[config.mk]
export PLATFORM = sky130hd
export DESIGN_NAME = bmp_rle_pixel_decoder_unit
export DESIGN_NICKNAME = d
export VERILOG_FILES = /design/src/hdl/bmprle_pkg.sv /design/src/hdl/bmprle_decode.sv /design/src/hdl/bmp_rle_pixel_decoder_unit.sv
export SDC_FILE = /design/constraint.sdc
export NUM_CORES = 1
export LEC_CHECK = 0
export ABC_AREA = 1
export BUFFER_PORTS_ARGS = -buffer_cell sky130_fd_sc_hd__buf_2
export CAP_MARGIN = 20
export CORE_ASPECT_RATIO = 1.2
export CORE_MARGIN = 2
export CORE_UTILIZATION = 33
export CTS_CLUSTER_DIAMETER = 40
export DETAILED_ROUTE_END_ITERATION = 12
export GPL_TIMING_DRIVEN = 0
export SLEW_MARGIN = 5
export SYNTH_ARGS = -nofsm -noshare
export SYNTH_HDL_FRONTEND = slang
export SYNTH_SLANG_ARGS = --single-unit
[constraint.sdc]
create_clock -name clock -period 5.7 [get_ports clock]
set_input_delay 0.57 -clock clock [delete_from_list [all_inputs] [get_ports clock]]
set_output_delay 0.57 -clock clock [all_outputs]
set_load 0.1 [all_outputs]
[src/hdl/bmprle_pkg.sv]
// ----------------------------------------------------------------------------
// bmprle_pkg
// Shared types and constants of the palette bitmap pixel-data decoder.
// ----------------------------------------------------------------------------
`default_nettype none

package bmprle_pkg;

   localparam int unsigned MAX_DIMENSION = 4096;
   localparam int unsigned DIM_W         = $clog2(MAX_DIMENSION) + 1;

   // configuration register indexes
   localparam int unsigned CSR_INDEX_W = 2;
   localparam logic [CSR_INDEX_W-1:0] CSR_IMAGE_WIDTH      = 2'd0;
   localparam logic [CSR_INDEX_W-1:0] CSR_IMAGE_HEIGHT     = 2'd1;
   localparam logic [CSR_INDEX_W-1:0] CSR_PIXEL_DEPTH      = 2'd2;
   localparam logic [CSR_INDEX_W-1:0] CSR_RUN_LENGTH_CODED = 2'd3;

   // result kinds
   localparam logic KIND_RUN       = 1'b0;
   localparam logic KIND_IMAGE_END = 1'b1;

   typedef struct packed {
      logic [7:0] data_byte;
      logic       image_start;
   } req_item_type;

   typedef struct packed {
      logic        result_kind;
      logic [11:0] run_x;
      logic [11:0] run_y;
      logic [7:0]  run_length;
      logic [7:0]  first_index;
      logic [7:0]  second_index;
   } rsp_item_type;

   typedef struct packed {
      logic [12:0] image_width;
      logic [12:0] image_height;
      logic        pixel_depth;
      logic        run_length_coded;
   } cfg_type;

   localparam cfg_type CFG_RESET = '{
      image_width:      13'd1,
      image_height:     13'd1,
      pixel_depth:      1'b1,
      run_length_coded: 1'b0
   };

   // limit a dimension register to 1..MAX_DIMENSION
   function automatic logic [12:0] clamp_dim(input logic [12:0] v);
      if (v == 13'd0) begin
         return 13'd1;
      end
      if (v > 13'(MAX_DIMENSION)) begin
         return 13'(MAX_DIMENSION);
      end
      return v;
   endfunction

endpackage

`default_nettype wire

[src/hdl/bmprle_decode.sv]
// ----------------------------------------------------------------------------
// bmprle_decode
// Parse state of the pixel-data stream and the one-byte step that updates it
// and forms at most one result.
// ----------------------------------------------------------------------------
`default_nettype none

module bmprle_decode (
   input  wire                        clock,
   input  wire                        reset,
   input  bmprle_pkg::cfg_type        cfg,
   input  wire                        step,
   input  bmprle_pkg::req_item_type   item,
   output logic                       res_valid,
   output bmprle_pkg::rsp_item_type   res_item
);
   import bmprle_pkg::*;

   localparam logic [2:0] PH_COUNT    = 3'd0;
   localparam logic [2:0] PH_VALUE    = 3'd1;
   localparam logic [2:0] PH_ESCAPE   = 3'd2;
   localparam logic [2:0] PH_DELTA_X  = 3'd3;
   localparam logic [2:0] PH_DELTA_Y  = 3'd4;
   localparam logic [2:0] PH_ABS_DATA = 3'd5;
   localparam logic [2:0] PH_ABS_PAD  = 3'd6;

   logic [2:0]         phase_ff, phase_in;
   logic [15:0]        col_ff, col_in;
   logic signed [13:0] row_ff, row_in;
   logic [7:0]         pend_ff, pend_in;
   logic [7:0]         abs_left_ff, abs_left_in;
   logic               pad_ff, pad_in;
   logic [11:0]        rbc_ff, rbc_in;
   logic [7:0]         dx_ff, dx_in;
   logic               done_ff, done_in;

   // state as seen by this byte, after a possible image restart
   logic [2:0]         e_phase;
   logic [15:0]        e_col;
   logic signed [13:0] e_row;
   logic [7:0]         e_pend;
   logic [7:0]         e_abs_left;
   logic               e_pad;
   logic [11:0]        e_rbc;
   logic [7:0]         e_dx;
   logic               e_done;

   logic [12:0] w_cl;
   logic [12:0] h_cl;
   logic [13:0] row_bytes;
   logic [12:0] rbc_inc;
   logic [7:0]  c;
   logic        eight;

   logic        emit_req;
   logic [7:0]  emit_len;
   logic [7:0]  emit_a;
   logic [7:0]  emit_b;
   logic        end_res;
   logic [7:0]  abs_len;

   logic        in_image;
   logic [12:0] room;
   logic [7:0]  clip_len;
   logic        emit_ok;

   function automatic logic [15:0] col_add(input logic [15:0] col, input logic [7:0] amt);
      logic [16:0] s;
      s = {1'b0, col} + {9'd0, amt};
      return s[16] ? 16'hFFFF : s[15:0];
   endfunction

   function automatic logic signed [13:0] row_sub(input logic signed [13:0] row,
                                                  input logic [7:0] n);
      logic signed [13:0] d;
      d = row - $signed({6'd0, n});
      if (d < -14'sd1) begin
         d = -14'sd1;
      end
      return d;
   endfunction

   assign w_cl  = clamp_dim(cfg.image_width);
   assign h_cl  = clamp_dim(cfg.image_height);
   assign c     = item.data_byte;
   assign eight = cfg.pixel_depth;

   always_comb begin
      if (item.image_start) begin
         e_phase    = PH_COUNT;
         e_col      = 16'd0;
         e_row      = $signed({1'b0, h_cl} - 14'd1);
         e_pend     = 8'd0;
         e_abs_left = 8'd0;
         e_pad      = 1'b0;
         e_rbc      = 12'd0;
         e_dx       = 8'd0;
         e_done     = 1'b0;
      end else begin
         e_phase    = phase_ff;
         e_col      = col_ff;
         e_row      = row_ff;
         e_pend     = pend_ff;
         e_abs_left = abs_left_ff;
         e_pad      = pad_ff;
         e_rbc      = rbc_ff;
         e_dx       = dx_ff;
         e_done     = done_ff;
      end
   end

   // padded row size in bytes
   always_comb begin
      if (eight) begin
         row_bytes = 14'(((14'({1'b0, w_cl}) + 14'd3) >> 2) << 2);
      end else begin
         row_bytes = 14'(((14'({1'b0, w_cl}) + 14'd7) >> 3) << 2);
      end
   end

   assign rbc_inc = {1'b0, e_rbc} + 13'd1;
   assign abs_len = (e_abs_left >= 8'd2) ? 8'd2 : e_abs_left;

   always_comb begin
      phase_in    = e_phase;
      col_in      = e_col;
      row_in      = e_row;
      pend_in     = e_pend;
      abs_left_in = e_abs_left;
      pad_in      = e_pad;
      rbc_in      = e_rbc;
      dx_in       = e_dx;
      done_in     = e_done;
      emit_req    = 1'b0;
      emit_len    = 8'd0;
      emit_a      = 8'd0;
      emit_b      = 8'd0;
      end_res     = 1'b0;

      if (!e_done) begin
         if (!cfg.run_length_coded) begin
            emit_req = 1'b1;
            if (eight) begin
               emit_len = 8'd1;
               emit_a   = c;
               emit_b   = c;
            end else begin
               emit_len = 8'd2;
               emit_a   = {4'd0, c[7:4]};
               emit_b   = {4'd0, c[3:0]};
            end
            col_in = col_add(e_col, emit_len);
            if ({1'b0, rbc_inc} >= row_bytes) begin
               rbc_in = 12'd0;
               col_in = 16'd0;
               row_in = row_sub(e_row, 8'd1);
               if (row_in < 14'sd0) begin
                  done_in = 1'b1;
               end
            end else begin
               rbc_in = rbc_inc[11:0];
            end
         end else begin
            case (e_phase)
               PH_COUNT: begin
                  if (c != 8'd0) begin
                     pend_in  = c;
                     phase_in = PH_VALUE;
                  end else begin
                     phase_in = PH_ESCAPE;
                  end
               end
               PH_VALUE: begin
                  emit_req = 1'b1;
                  emit_len = e_pend;
                  if (eight) begin
                     emit_a = c;
                     emit_b = c;
                  end else begin
                     emit_a = {4'd0, c[7:4]};
                     emit_b = {4'd0, c[3:0]};
                  end
                  col_in   = col_add(e_col, e_pend);
                  pend_in  = 8'd0;
                  phase_in = PH_COUNT;
               end
               PH_ESCAPE: begin
                  phase_in = PH_COUNT;
                  if (c == 8'd0) begin
                     // end of line
                     col_in = 16'd0;
                     row_in = row_sub(e_row, 8'd1);
                  end else if (c == 8'd1) begin
                     done_in = 1'b1;
                     end_res = 1'b1;
                  end else if (c == 8'd2) begin
                     phase_in = PH_DELTA_X;
                  end else begin
                     abs_left_in = c;
                     if (eight) begin
                        pad_in = c[0];
                     end else begin
                        pad_in = (c[1:0] == 2'd1) || (c[1:0] == 2'd2);
                     end
                     phase_in = PH_ABS_DATA;
                  end
               end
               PH_DELTA_X: begin
                  dx_in    = c;
                  phase_in = PH_DELTA_Y;
               end
               PH_DELTA_Y: begin
                  col_in   = col_add(e_col, e_dx);
                  row_in   = row_sub(e_row, c);
                  dx_in    = 8'd0;
                  phase_in = PH_COUNT;
               end
               PH_ABS_DATA: begin
                  emit_req = 1'b1;
                  if (eight) begin
                     emit_len = 8'd1;
                     emit_a   = c;
                     emit_b   = c;
                  end else begin
                     emit_len = abs_len;
                     emit_a   = {4'd0, c[7:4]};
                     emit_b   = {4'd0, c[3:0]};
                  end
                  col_in      = col_add(e_col, emit_len);
                  abs_left_in = (e_abs_left > emit_len) ? e_abs_left - emit_len : 8'd0;
                  if (abs_left_in == 8'd0) begin
                     phase_in = e_pad ? PH_ABS_PAD : PH_COUNT;
                     pad_in   = 1'b0;
                  end
               end
               PH_ABS_PAD: begin
                  phase_in = PH_COUNT;
               end
               default: begin
                  phase_in = PH_COUNT;
               end
            endcase
         end
      end
   end

   // clip the run to the image
   assign in_image = !e_row[13] && (e_row[12:0] < h_cl) && (e_col < {3'd0, w_cl});
   assign room     = w_cl - e_col[12:0];
   assign clip_len = ({5'd0, emit_len} > room) ? room[7:0] : emit_len;
   assign emit_ok  = emit_req && in_image && (clip_len != 8'd0);

   always_comb begin
      res_item  = '0;
      res_valid = end_res || emit_ok;
      if (end_res) begin
         res_item.result_kind = KIND_IMAGE_END;
      end else begin
         res_item.result_kind  = KIND_RUN;
         res_item.run_x        = e_col[11:0];
         res_item.run_y        = e_row[11:0];
         res_item.run_length   = clip_len;
         res_item.first_index  = emit_a;
         res_item.second_index = (clip_len == 8'd1) ? emit_a : emit_b;
      end
   end

   always_ff @(posedge clock) begin
      if (reset) begin
         phase_ff    <= PH_COUNT;
         col_ff      <= 16'd0;
         row_ff      <= $signed({1'b0, clamp_dim(CFG_RESET.image_height)} - 14'd1);
         pend_ff     <= 8'd0;
         abs_left_ff <= 8'd0;
         pad_ff      <= 1'b0;
         rbc_ff      <= 12'd0;
         dx_ff       <= 8'd0;
         done_ff     <= 1'b0;
      end else if (step) begin
         phase_ff    <= phase_in;
         col_ff      <= col_in;
         row_ff      <= row_in;
         pend_ff     <= pend_in;
         abs_left_ff <= abs_left_in;
         pad_ff      <= pad_in;
         rbc_ff      <= rbc_in;
         dx_ff       <= dx_in;
         done_ff     <= done_in;
      end
   end

endmodule

`default_nettype wire

[src/hdl/bmp_rle_pixel_decoder_unit.sv]
// ----------------------------------------------------------------------------
// bmp_rle_pixel_decoder_unit
// Decodes 4/8-bit palette bitmap pixel data (raw rows or RLE4/RLE8) into
// clipped pixel runs, one stream byte per item.
// ----------------------------------------------------------------------------
//  channel   ports                                  role
//  req       req_valid, req_stall, req_item         stream bytes in
//  rsp       rsp_valid, rsp_stall, rsp_item         runs and image end out
//  csr       csr_valid, csr_ready, csr_index/wdata  register writes
//
//  One item per cycle while rsp_stall is low; a byte is registered on input,
//  decoded once the output register is free, and its result, if any, is put
//  in the output register. A stalled result holds it; one more item waits in
//  the input register, then req_stall rises. Reset is synchronous and restores
//  register defaults and the parse state. csr writes are always ready.
// ----------------------------------------------------------------------------
`default_nettype none

module bmp_rle_pixel_decoder_unit (
   input  wire                                     clock,
   input  wire                                     reset,
   input  wire                                     req_valid,
   output logic                                    req_stall,
   input  bmprle_pkg::req_item_type                req_item,
   output logic                                    rsp_valid,
   input  wire                                     rsp_stall,
   output bmprle_pkg::rsp_item_type                rsp_item,
   input  wire                                     csr_valid,
   output logic                                    csr_ready,
   input  wire [bmprle_pkg::CSR_INDEX_W-1:0]       csr_index,
   input  wire [12:0]                              csr_wdata
);
   import bmprle_pkg::*;

   cfg_type      cfg_ff;
   logic         in_valid_ff, in_valid_in;
   req_item_type in_item_ff;
   logic         out_valid_ff, out_valid_in;
   rsp_item_type out_item_ff;

   logic         advance;
   logic         req_take;
   logic         res_valid;
   rsp_item_type res_item;

   assign advance   = in_valid_ff && (!out_valid_ff || !rsp_stall);
   assign req_stall = in_valid_ff && !advance;
   assign req_take  = req_valid && !req_stall;
   assign csr_ready = 1'b1;
   assign rsp_valid = out_valid_ff;
   assign rsp_item  = out_item_ff;

   bmprle_decode u_decode (
      .clock     (clock),
      .reset     (reset),
      .cfg       (cfg_ff),
      .step      (advance),
      .item      (in_item_ff),
      .res_valid (res_valid),
      .res_item  (res_item)
   );

   always_comb begin
      in_valid_in = in_valid_ff;
      if (req_take) begin
         in_valid_in = 1'b1;
      end else if (advance) begin
         in_valid_in = 1'b0;
      end
   end

   always_comb begin
      out_valid_in = out_valid_ff;
      if (advance) begin
         out_valid_in = res_valid;
      end else if (out_valid_ff && !rsp_stall) begin
         out_valid_in = 1'b0;
      end
   end

   always_ff @(posedge clock) begin
      if (reset) begin
         in_valid_ff  <= 1'b0;
         out_valid_ff <= 1'b0;
      end else begin
         in_valid_ff  <= in_valid_in;
         out_valid_ff <= out_valid_in;
      end
   end

   always_ff @(posedge clock) begin
      if (req_take) begin
         in_item_ff <= req_item;
      end
      if (advance && res_valid) begin
         out_item_ff <= res_item;
      end
   end

   always_ff @(posedge clock) begin
      if (reset) begin
         cfg_ff <= CFG_RESET;
      end else if (csr_valid && csr_ready) begin
         case (csr_index)
            CSR_IMAGE_WIDTH:      cfg_ff.image_width      <= csr_wdata;
            CSR_IMAGE_HEIGHT:     cfg_ff.image_height     <= csr_wdata;
            CSR_PIXEL_DEPTH:      cfg_ff.pixel_depth      <= csr_wdata[0];
            CSR_RUN_LENGTH_CODED: cfg_ff.run_length_coded <= csr_wdata[0];
            default: begin
            end
         endcase
      end
   end

endmodule

`default_nettype wire

==> reports/qor.txt, run 1 <==
Top FF cell, synth - dfxtp_1
Routed len/inst - 20.1 microns
Final period util - 95.9%
CTS H-tree depth - 4
EDFF count, synth - 57
Period minus WS final - 5.47 ns
Clock root buffer - clkbuf_16
Drt drc - 0
HP Class - in2reg
Seq/Total Area, Yosys - 25.4%
Post-synth ARST share - 0%
Max_slew headroom - 35.0%
Max Freq - 183 MHz
Via density - 5.41
Status - finished, final reports clean
Final #Nets - 2520
First-pass GRT wire length - 89.3 mm
# setup viols final - 0
Starting Density - 33.5%
Chip width - 197 microns
Worst-Margin Slew - 0.967 ns
Initial antenna violation count - 1
WHS Path Cells - 1
Hold_ws - 0.292 ns
Dpl hpwl - 47.0 mm
GPL Wtd Cong - 0.988
Clock transition at the registers of the reported paths - 0.06 ns
DIE AREA - 46200 sq um
Setup TNS - 0 ns
# port buffers - 79
DR iter-0 viols - 1421
Kind of critical path - reg2reg
N_diodes - 0
Worst-Skew Late Latency - 0.46 ns
Synth top area share - 13.8%
Mapped Cells - 2256
FP Rows - 84
Drt total wl - 59.2 mm
Pleak - 0.00772 uW
CORE AREA - 43800 sq um
R2R depth - 34
Worst Setup Start Kind - flop
Hold Vio Cnt, Final - 0
DRT antenna net count - 0
Layout cell share with drive strength beyond 1 - 10.9%
Critical Path Sink Type - flop
Top post-synthesis cells by area - dfxtp_1 14%, edfxtp_1 12%, nand2_1 11%
Post-synth cell types - 66
Placed Cells incl. Taps - 2907
Vias in the first global route - 15300
Grt ovf - 0
Num ports - 81
Slowest stage cell, crit path - edfxtp_1
GRT Util Overall - 25.4%
CTS tree - done
Largest net degree at the start of global routing - 38
Maximum VDD drop - 0.000226 V
CP max stage delay - 0.32 ns
Slew Viols, Final - 0
CTS Buf Count - 17
Total of max-cap violations - 0
Most common cell on crit path - nand2_1
Cell Area, Synth - 14700 sq um
Post-Layout Cell Count - 2948
Avg Inst Size Synth - 6.50 sq um
Synthesis-to-layout area growth - 14.1%
Data arrival, critical path - 5.67 ns
FF+latch area - 3740 sq um
Hold_buf cts - 0
Leading area contributor after synthesis - dfxtp_1
Setup Skew - 0.0122 ns
Die Height - 235 microns
Power Dens Cells - 226 nW/um^2
Crit Path Max Fanout - 18
Clock sinks - 158
Fillers - 4709
CTS max path bufs - 2
Number of iterations in the first detailed-routing pass - 8
Synthesis Warnings - 0
Data required time of the worst path - 5.91 ns
#FFs+latches synth - 158
Area of the multi-input gates - 9520 sq um
Via count - 16000
RSZ-0062 raised after global routing - yes
==> cells in the mapped netlist, types with 14 or more instances <==
library cell and number:
xnor2_1 18, clkbuf_1 43, nor2_1 259, xor2_1 31
a221oi_1 14, dfxtp_1 101, o21ai_0 214, a21oi_1 212
inv_1 310, nand2_1 444, ha_1 108, nand3_1 129
nand2_2 23, nor2_2 19, nor3_1 30, o211ai_1 26
o221ai_1 17, nand4_1 20, edfxtp_1 57
==> cells by family after synthesis <==
logic type / Yosys count / synth area share, %
adders and majority gates: 115 / 10.2
and+or+nand+nor: 972 / 28.8
DFF: 158 / 25.4
other: 2 / 0.0512
buffers and inverters: 397 / 10.8
AOI/OAI and AO/OA: 563 / 21.7
xor gates and xnor gates: 49 / 2.92
==> cells in the final DEF (no fill, tap or decap), types with 8 or more instances in the layout <==
master     netlist  layout
nor2_1         259     254
buf_6            4       8
a31oi_1          8       8
ha_1           108     106
o211ai_1        26      26
nand2_4          5       8
or2_2            8       8
buf_2           10      85
nand3_1        129     128
inv_2           11      11
o21ai_0        214     214
nor2_2          19      21
clkbuf_16        0      20
a22oi_1         10      10
a211oi_1        11      11
nor3_1          30      29
edfxtp_1        57      57
a21oi_1        212     212
a221oi_1        14      14
nand2_2         23      26
o221ai_1        17      17
clkbuf_1        43      43
nand4_1         20      20
nand2_1        444     438
dfxtp_1        101      97
buf_4            3      12
nor2_4           5       8
xor2_1          31      30
o21ai_1         11      10
inv_1          310     308
xnor2_1         18      17
conb_1           2      13
==> power breakdown <==
part / switching (uW) / internal, uW / total (uW)
clock network: 542 / 751 / 1290
logic: 873 / 342 / 1220
registers: 36.8 / 1240 / 1270
total: 1450 / 2330 / 3780
==> through the flow <==
stage          total power (uW)  util [%]  cell area [sq um]  worst slack [ns]
4_1_cts                    3760      37.9              16600            0.0524
2_1_floorplan              2110         -              14700             0.182
5_1_grt                    3950      38.2              16700           -0.0211
3_3_place_gp               2440      36.1              15800             -2.43
3_5_place_dp               2460      36.2              15800             -1.46
6_report                   3780      38.2              16700             0.234
==> path summary, 6_finish.rpt <==
kind / startpoint / to / slack [ns]
hold reg to reg: u_decode.abs_left_ff[2] / u_decode.abs_left_ff[2] / 0.47
setup / recovery: in_item_ff[0] / rsp_item[15] / 0.23
setup reg to reg: in_item_ff[0] / rsp_item[15] / 0.23
hold / removal: req_item[5] / in_item_ff[5] / 0.29
==> per-layer routing <==
layer | share of wire, % | global-route usage, % | vias to the layer above
met3 | 6.0 | 3.26 | 153
met5 | 0 | 0 | -
met2 | 47 | 42.4 | 555
met1 | 42 | 31.5 | 7463
met4 | 5.5 | 14.1 | 0
li1 | - | - | 7780
==> final cells by class <==
class | instances | area share, %
Tap cell | 559 | 4.18
Clock buffer | 21 | 2.91
Buffer | 68 | 2.31
Sequential cell | 158 | 22.3
Multi-Input combinational cell | 1712 | 56.8
Inverter | 328 | 7.41
Timing Repair Buffer | 91 | 3.17
Clock inverter | 11 | 0.896
==> state kept, by name (all words and copies together) (netlist names) <==
name,cells
rsp_valid,1
u_decode.rbc_ff,12
in_valid_ff,1
u_decode.dx_ff,8
cfg_ff,28
u_decode.abs_left_ff,8
u_decode.pend_ff,8
u_decode.col_ff,16
rsp_item,48
in_item_ff,9
u_decode.done_ff,1
u_decode.pad_ff,1
u_decode.row_ff,14
u_decode.phase_ff,3
==> critical path: cells and delay by family, from the launching register on <==
kind / cells / cell delay, ns
AND/OR/NAND/NOR: 18 / 1.79
flip-flops: 1 / 0.32
adder cells (fa/ha/maj): 2 / 0.61
XOR/XNOR: 1 / 0.11
AO/OA/AOI/OAI: 3 / 0.41
buffers and inverters: 10 / 1.88
==> timing repair <==
item                                    in CTS  in global routing
buffers inserted                             5                  4
gates resized for setup                     26                 24
gates cloned                                 0                  1
endpoints found under the setup margin      97                 84
pin swaps                                    2                  4
No activity file was read; power rests on OpenSTA's default activity.
==> inputs of run 2 (changes only) <==
CTS_BUF_LIST = sky130_fd_sc_hd__clkbuf_16   (was unset)
==> reports/qor.txt, run 2 (synthesized netlist as in run 1, its figures left out) <==
Total power - 3770 uW
HP Class - in2reg
Final period util - 96.0%
Clock root buffer - clkbuf_16
Top cell family by delay on the critical path - buffers and inverters
CTS max path bufs - 2
Hold Vio Cnt, Final - 0
Drt total wl - 59.3 mm
CTS H-tree depth - 4
Number of iterations in the first detailed-routing pass - 6
Setup Skew - 0.0120 ns
RSZ-0062 raised after global routing - yes
Via density - 5.42
Dpl hpwl - 47.0 mm
Chip width - 197 microns
CP Depth - 34
Final Util - 38.2%
# port buffers - 79
Synthesis-to-layout area growth - 14.1%
R2r startpoint - in_item_ff[0]
Crit. Startpoint - in_item_ff[0]
N_diodes - 0
Post-route design area - 16700 sq um
Total of max-cap violations - 0
Register-to-Register Setup Slack - 0.23 ns
Maximum VDD drop - 0.000228 V
Data arrival, critical path - 5.68 ns
Reg-to-Reg End - rsp_item[15]
Largest net degree at the start of global routing - 38
Kind of critical path - reg2reg
Slowest stage cell, crit path - edfxtp_1
Clock transition at the registers of the reported paths - 0.06 ns
Status - finished, final reports clean
Max Freq - 183 MHz
R2R depth - 34
Via count - 16000
Routed len/inst - 20.1 microns
Clock sinks - 158
Pleak - 0.00772 uW
Area post-placement - 15800 sq um
CTS tree - done
Slew Viols, Final - 0
Drt drc - 0
Power Dens Cells - 225 nW/um^2
Layout cell share with drive strength beyond 1 - 10.9%
Worst-Margin Slew - 0.968 ns
Most common cell on crit path - nand2_1
Die Height - 235 microns
Data required time of the worst path - 5.91 ns
Post-Route M1 WL - 24.4 mm
CORE AREA - 43800 sq um
Setup TNS - 0 ns
CTS Buf Count - 17
GPL Wtd Cong - 0.988
Starting Density - 33.5%
First-pass GRT wire length - 89.3 mm
Grt ovf - 0
Worst Setup Start Kind - flop
DR iter-0 viols - 1440
Hold_ws - 0.290 ns
Crit path to - rsp_item[15]
Max reg flops - 48
# setup viols final - 0
GRT Util Overall - 25.4%
Met3 Wirelength - 3.79 mm
Max Used Layer - met4
Fillers - 4711
Commonest non-fill, non-tap cell in the layout - nand2_1
Period minus WS final - 5.47 ns
Critical Path Sink Type - flop
Final #Nets - 2520
DIE AREA - 46200 sq um
Worst-Skew Late Latency - 0.46 ns
CP max stage delay - 0.32 ns
Crit Path Max Fanout - 18
WP buf/inv - 10
FP Rows - 84
DRT antenna net count - 0
Num ports - 81
Max_slew headroom - 35.0%
Most frequent cells in the layout - 438 x nand2_1, 310 x inv_1, 254 x nor2_1
Initial antenna violation count - 1
Met2 Wirelength - 27.8 mm
Vias in the first global route - 15300
## run 2: layout make-up
type / instances / area [sq um] / area share, %
Timing Repair Buffer: 91 / 531 / 3.17
Clock buffer: 19 / 475 / 2.84
Inverter: 328 / 1240 / 7.41
Multi-Input combinational cell: 1712 / 9520 / 56.8
Clock inverter: 13 / 158 / 0.941
Tap cell: 559 / 699 / 4.18
Buffer: 68 / 387 / 2.31
Sequential cell: 158 / 3740 / 22.3
## run 2: worst register-to-register path: cells and delay by family (launching register included)
| family | cells | cell delay (ns) |
|---|---|---|
| buf+inv | 10 | 1.94 |
| fa+ha+maj | 2 | 0.61 |
| compound gates | 3 | 0.42 |
| flops | 1 | 0.32 |
| xor+xnor | 1 | 0.11 |
| simple gates | 18 | 1.80 |
## run 2: through the flow
| step | setup slack [ns] | instances |
|---|---|---|
| floorplan | 0.182 | 2267 |
| global placement | -2.43 | 2905 |
| detailed placement | -1.46 | 2907 |
| CTS | 0.0524 | 2944 |
| global route | -0.0211 | 2948 |
| finish | 0.226 | 2948 |
## run 2: worst min-delay path by stage
stage                                  from                      end  slack [ns]  cells past startpoint
floorplan                u_decode.row_ff[2]       u_decode.row_ff[2]        0.44                      2
global placement        u_decode.row_ff[13]      u_decode.row_ff[13]        0.45                      2
detailed placement  u_decode.abs_left_ff[2]  u_decode.abs_left_ff[2]        0.46                      2
CTS                             req_item[5]            in_item_ff[5]        0.27                      1
global route                    req_item[2]            in_item_ff[2]        0.28                      1
finish                          req_item[5]            in_item_ff[5]        0.29                      1
## run 2: power by group
| part | switching [uW] | internal [uW] |
|---|---|---|
| clock network | 544 | 742 |
| logic | 874 | 342 |
| registers | 36.8 | 1240 |
## run 2: routing by layer
metal  GRT usage (%)  up-vias
li1                -     7782
met1            31.5     7466
met2            42.4      583
met3            3.26      151
met4            14.1        0
met5               0        -
## run 2: what timing repair did
| action | 4_1_cts | 5_1_grt |
|---|---|---|
| pin swaps | 2 | 4 |
| setup buffers | 5 | 4 |
| endpoints found under the setup margin | 97 | 84 |
| resized for setup | 26 | 24 |
| gates cloned | 0 | 1 |
| hold buffers | 0 | 0 |
==> inputs of run 3 (changes only) <==
ABC_AREA = unset   (was 1)
SKIP_CTS_REPAIR_TIMING = 1   (was unset)
==> reports/qor.txt, run 3 <==
Status - finished, final reports clean
Cell Area, Synth - 14300 sq um
Avg Inst Size Synth - 7.70 sq um
Critical Path Sink Type - flop
Most frequent cells in the layout - 200 x nand2_1, 186 x nor2_1, 132 x a21oi_1
Register-to-Register Setup Slack - 0.11 ns
CORE AREA - 42800 sq um
Top FF cell, synth - dfxtp_1
Data arrival, critical path - 5.77 ns
Hold Startpoint - req_item[8]
# port buffers - 78
Commonest cells in the netlist - 203 x nand2_1, 189 x nor2_1, 134 x a21oi_1
Num ports - 81
Vias in the first global route - 14700
Mapped Cells - 1862
WP buf/inv - 7
Slew Viols, Final - 0
Final Util - 38.6%
Worst Setup Start Kind - flop
Reg-to-Reg End - rsp_item[30]
Initial antenna violation count - 0
Hold Vio Cnt, Final - 0
GPL Wtd Cong - 1.06
Via density - 6.12
Final worst slack - 0.110 ns
Drt total wl - 63.5 mm
Final #Nets - 2127
First-pass GRT wire length - 93.3 mm
CTS tree - done
Commonest non-fill, non-tap cell in the layout - nand2_1
Routed len/inst - 24.9 microns
Dpl hpwl - 48.4 mm
Layout cell share with drive strength beyond 1 - 11.7%
EDFF count, synth - 57
Grt ovf - 0
Post-synth cell types - 105
Post-synth ARST share - 0%
Clock sinks - 158
CTS Buf Count - 17
Starting Density - 33.5%
Kind of critical path - reg2reg
# setup viols final - 0
Setup TNS - 0 ns
Chip width - 194 microns
CTS H-tree depth - 4
Die Height - 232 microns
Top cell family by delay on the critical path - buffers and inverters
Maximum VDD drop - 0.000230 V
N_diodes - 0
Max Freq - 179 MHz
Worst-Skew Late Latency - 0.48 ns
Slowest stage cell, crit path - or4_1
Crit. Startpoint - in_item_ff[0]
FP Rows - 83
Setup Skew - 0.0156 ns
GRT Util Overall - 27.6%
DR iter-0 viols - 1777
Max reg flops - 48
Post-route design area - 16500 sq um
Leading area contributor after synthesis - dfxtp_1
Clock root buffer - clkbuf_16
Seq/Total Area, Yosys - 26.0%
Area post-placement - 15500 sq um
Synth top area share - 14.1%
Hold_ws - 0.262 ns
DRT antenna net count - 0
Clock transition at the registers of the reported paths - 0.08 ns
Max_slew headroom - 18.2%
Total of max-cap violations - 0
Most numerous cell in the Yosys netlist - nand2_1
Fillers - 4521
Crit Path Max Fanout - 13
Number of iterations in the first detailed-routing pass - 6
Critical path, cell by cell - buf_4 > inv_4 > buf_8 > buf_6 > nand2_1 > ha_1 > o21a_1 > o31a_1 > o31ai_1 > a21oi_1 > xnor2_1 > ha_1 > nand4_1 > o22ai_1 > nor2_1 > nand3_1 > or4_1 > buf_2 > mux2i_4 > o21ai_4 > buf_12 > buf_12
CP max stage delay - 0.52 ns
DIE AREA - 45100 sq um
Largest net degree at the start of global routing - 27
Worst slack at placement - -1.63 ns
R2r startpoint - in_item_ff[0]
Pleak - 0.00645 uW
Worst-Margin Slew - 1.22 ns
Top post-synthesis cells by area - dfxtp_1 14%, edfxtp_1 12%, ha_1 9.4%
Synthesis Warnings - 0
R2R depth - 22
Via count - 15600
WHS Path Cells - 1
HP Class - in2reg
Data required time of the worst path - 5.88 ns
Final period util - 98.1%
Power Dens Cells - 210 nW/um^2
Worst Hold Path EP - in_item_ff[8]
Synthesis-to-layout area growth - 15.2%
Drt drc - 0
Period minus WS final - 5.59 ns
#FFs+latches synth - 158
CTS max path bufs - 2
## run 3: cells by family (layout without fill, tap and decap cells)
logic type / count (synthesis) / in the layout / share of synthesized area, %
other: 2 / 13 / 0.0524
and+or+nand+nor: 727 / 727 / 25.0
DFF: 158 / 158 / 26.0
AOI/OAI and AO/OA: 574 / 575 / 27.0
adders and majority gates: 115 / 115 / 10.4
xor gates and xnor gates: 66 / 66 / 4.03
muxes: 30 / 30 / 2.23
buffers and inverters: 190 / 312 / 5.24
## run 3: how the worst max path moves through the flow
| stage | end | slack, ns | depth (start not counted) |
|---|---|---|---|
| finish | rsp_item[30] | 0.11 | 22 |
| global route | u_decode.row_ff[6] | -0.02 | 23 |
| CTS | rsp_item[25] | -1.66 | 25 |
| detailed placement | rsp_item[30] | -1.63 | 25 |
| global placement | rsp_item[30] | -2.09 | 24 |
| floorplan | rsp_item[0] | 0.09 | 24 |
## run 3: worst register-to-register path: cells and delay by family (launching register included)
kind                       cells  cell delay [ns]
buffers and inverters          7             1.23
AOI/OAI and AO/OA              6             1.13
muxes                          1             0.25
DFF                            1             0.39
xor gates and xnor gates       1             0.43
adders and majority gates      2             0.82
and+or+nand+nor                5             1.02
## run 3: layout make-up
class / count / area, sq um / share of cell area (%)
inverters: 89 / 342 / 2.07
clock buffers: 17 / 425 / 2.58
multi-input cells: 1526 / 10100 / 61.3
plain buffers: 99 / 460 / 2.79
flip-flops and latches: 158 / 3730 / 22.6
clock inverters: 15 / 195 / 1.18
repair buffers: 92 / 542 / 3.28
well taps: 552 / 691 / 4.18
## run 3: power breakdown
part           switching (uW)  internal [uW]
sequential               40.7           1210
combinational             666            294
clock                     619            633
total                    1330           2140
## run 3: per-layer routing
layer | global-route usage (%) | vias up | part of all wire (%)
met5 | 0 | - | 0
met2 | 44.8 | 832 | 46
met1 | 34.1 | 7450 | 39
met3 | 4.85 | 215 | 8.8
li1 | - | 7101 | -
met4 | 16.7 | 0 | 6.4
## run 3: stage by stage
step | total power [uW] | cells
after floorplan | 1890 | 1873
after global placement | 2150 | 2503
after detailed placement | 2170 | 2506
after CTS | 3420 | 2538
after global routing | 3590 | 2548
final | 3470 | 2548
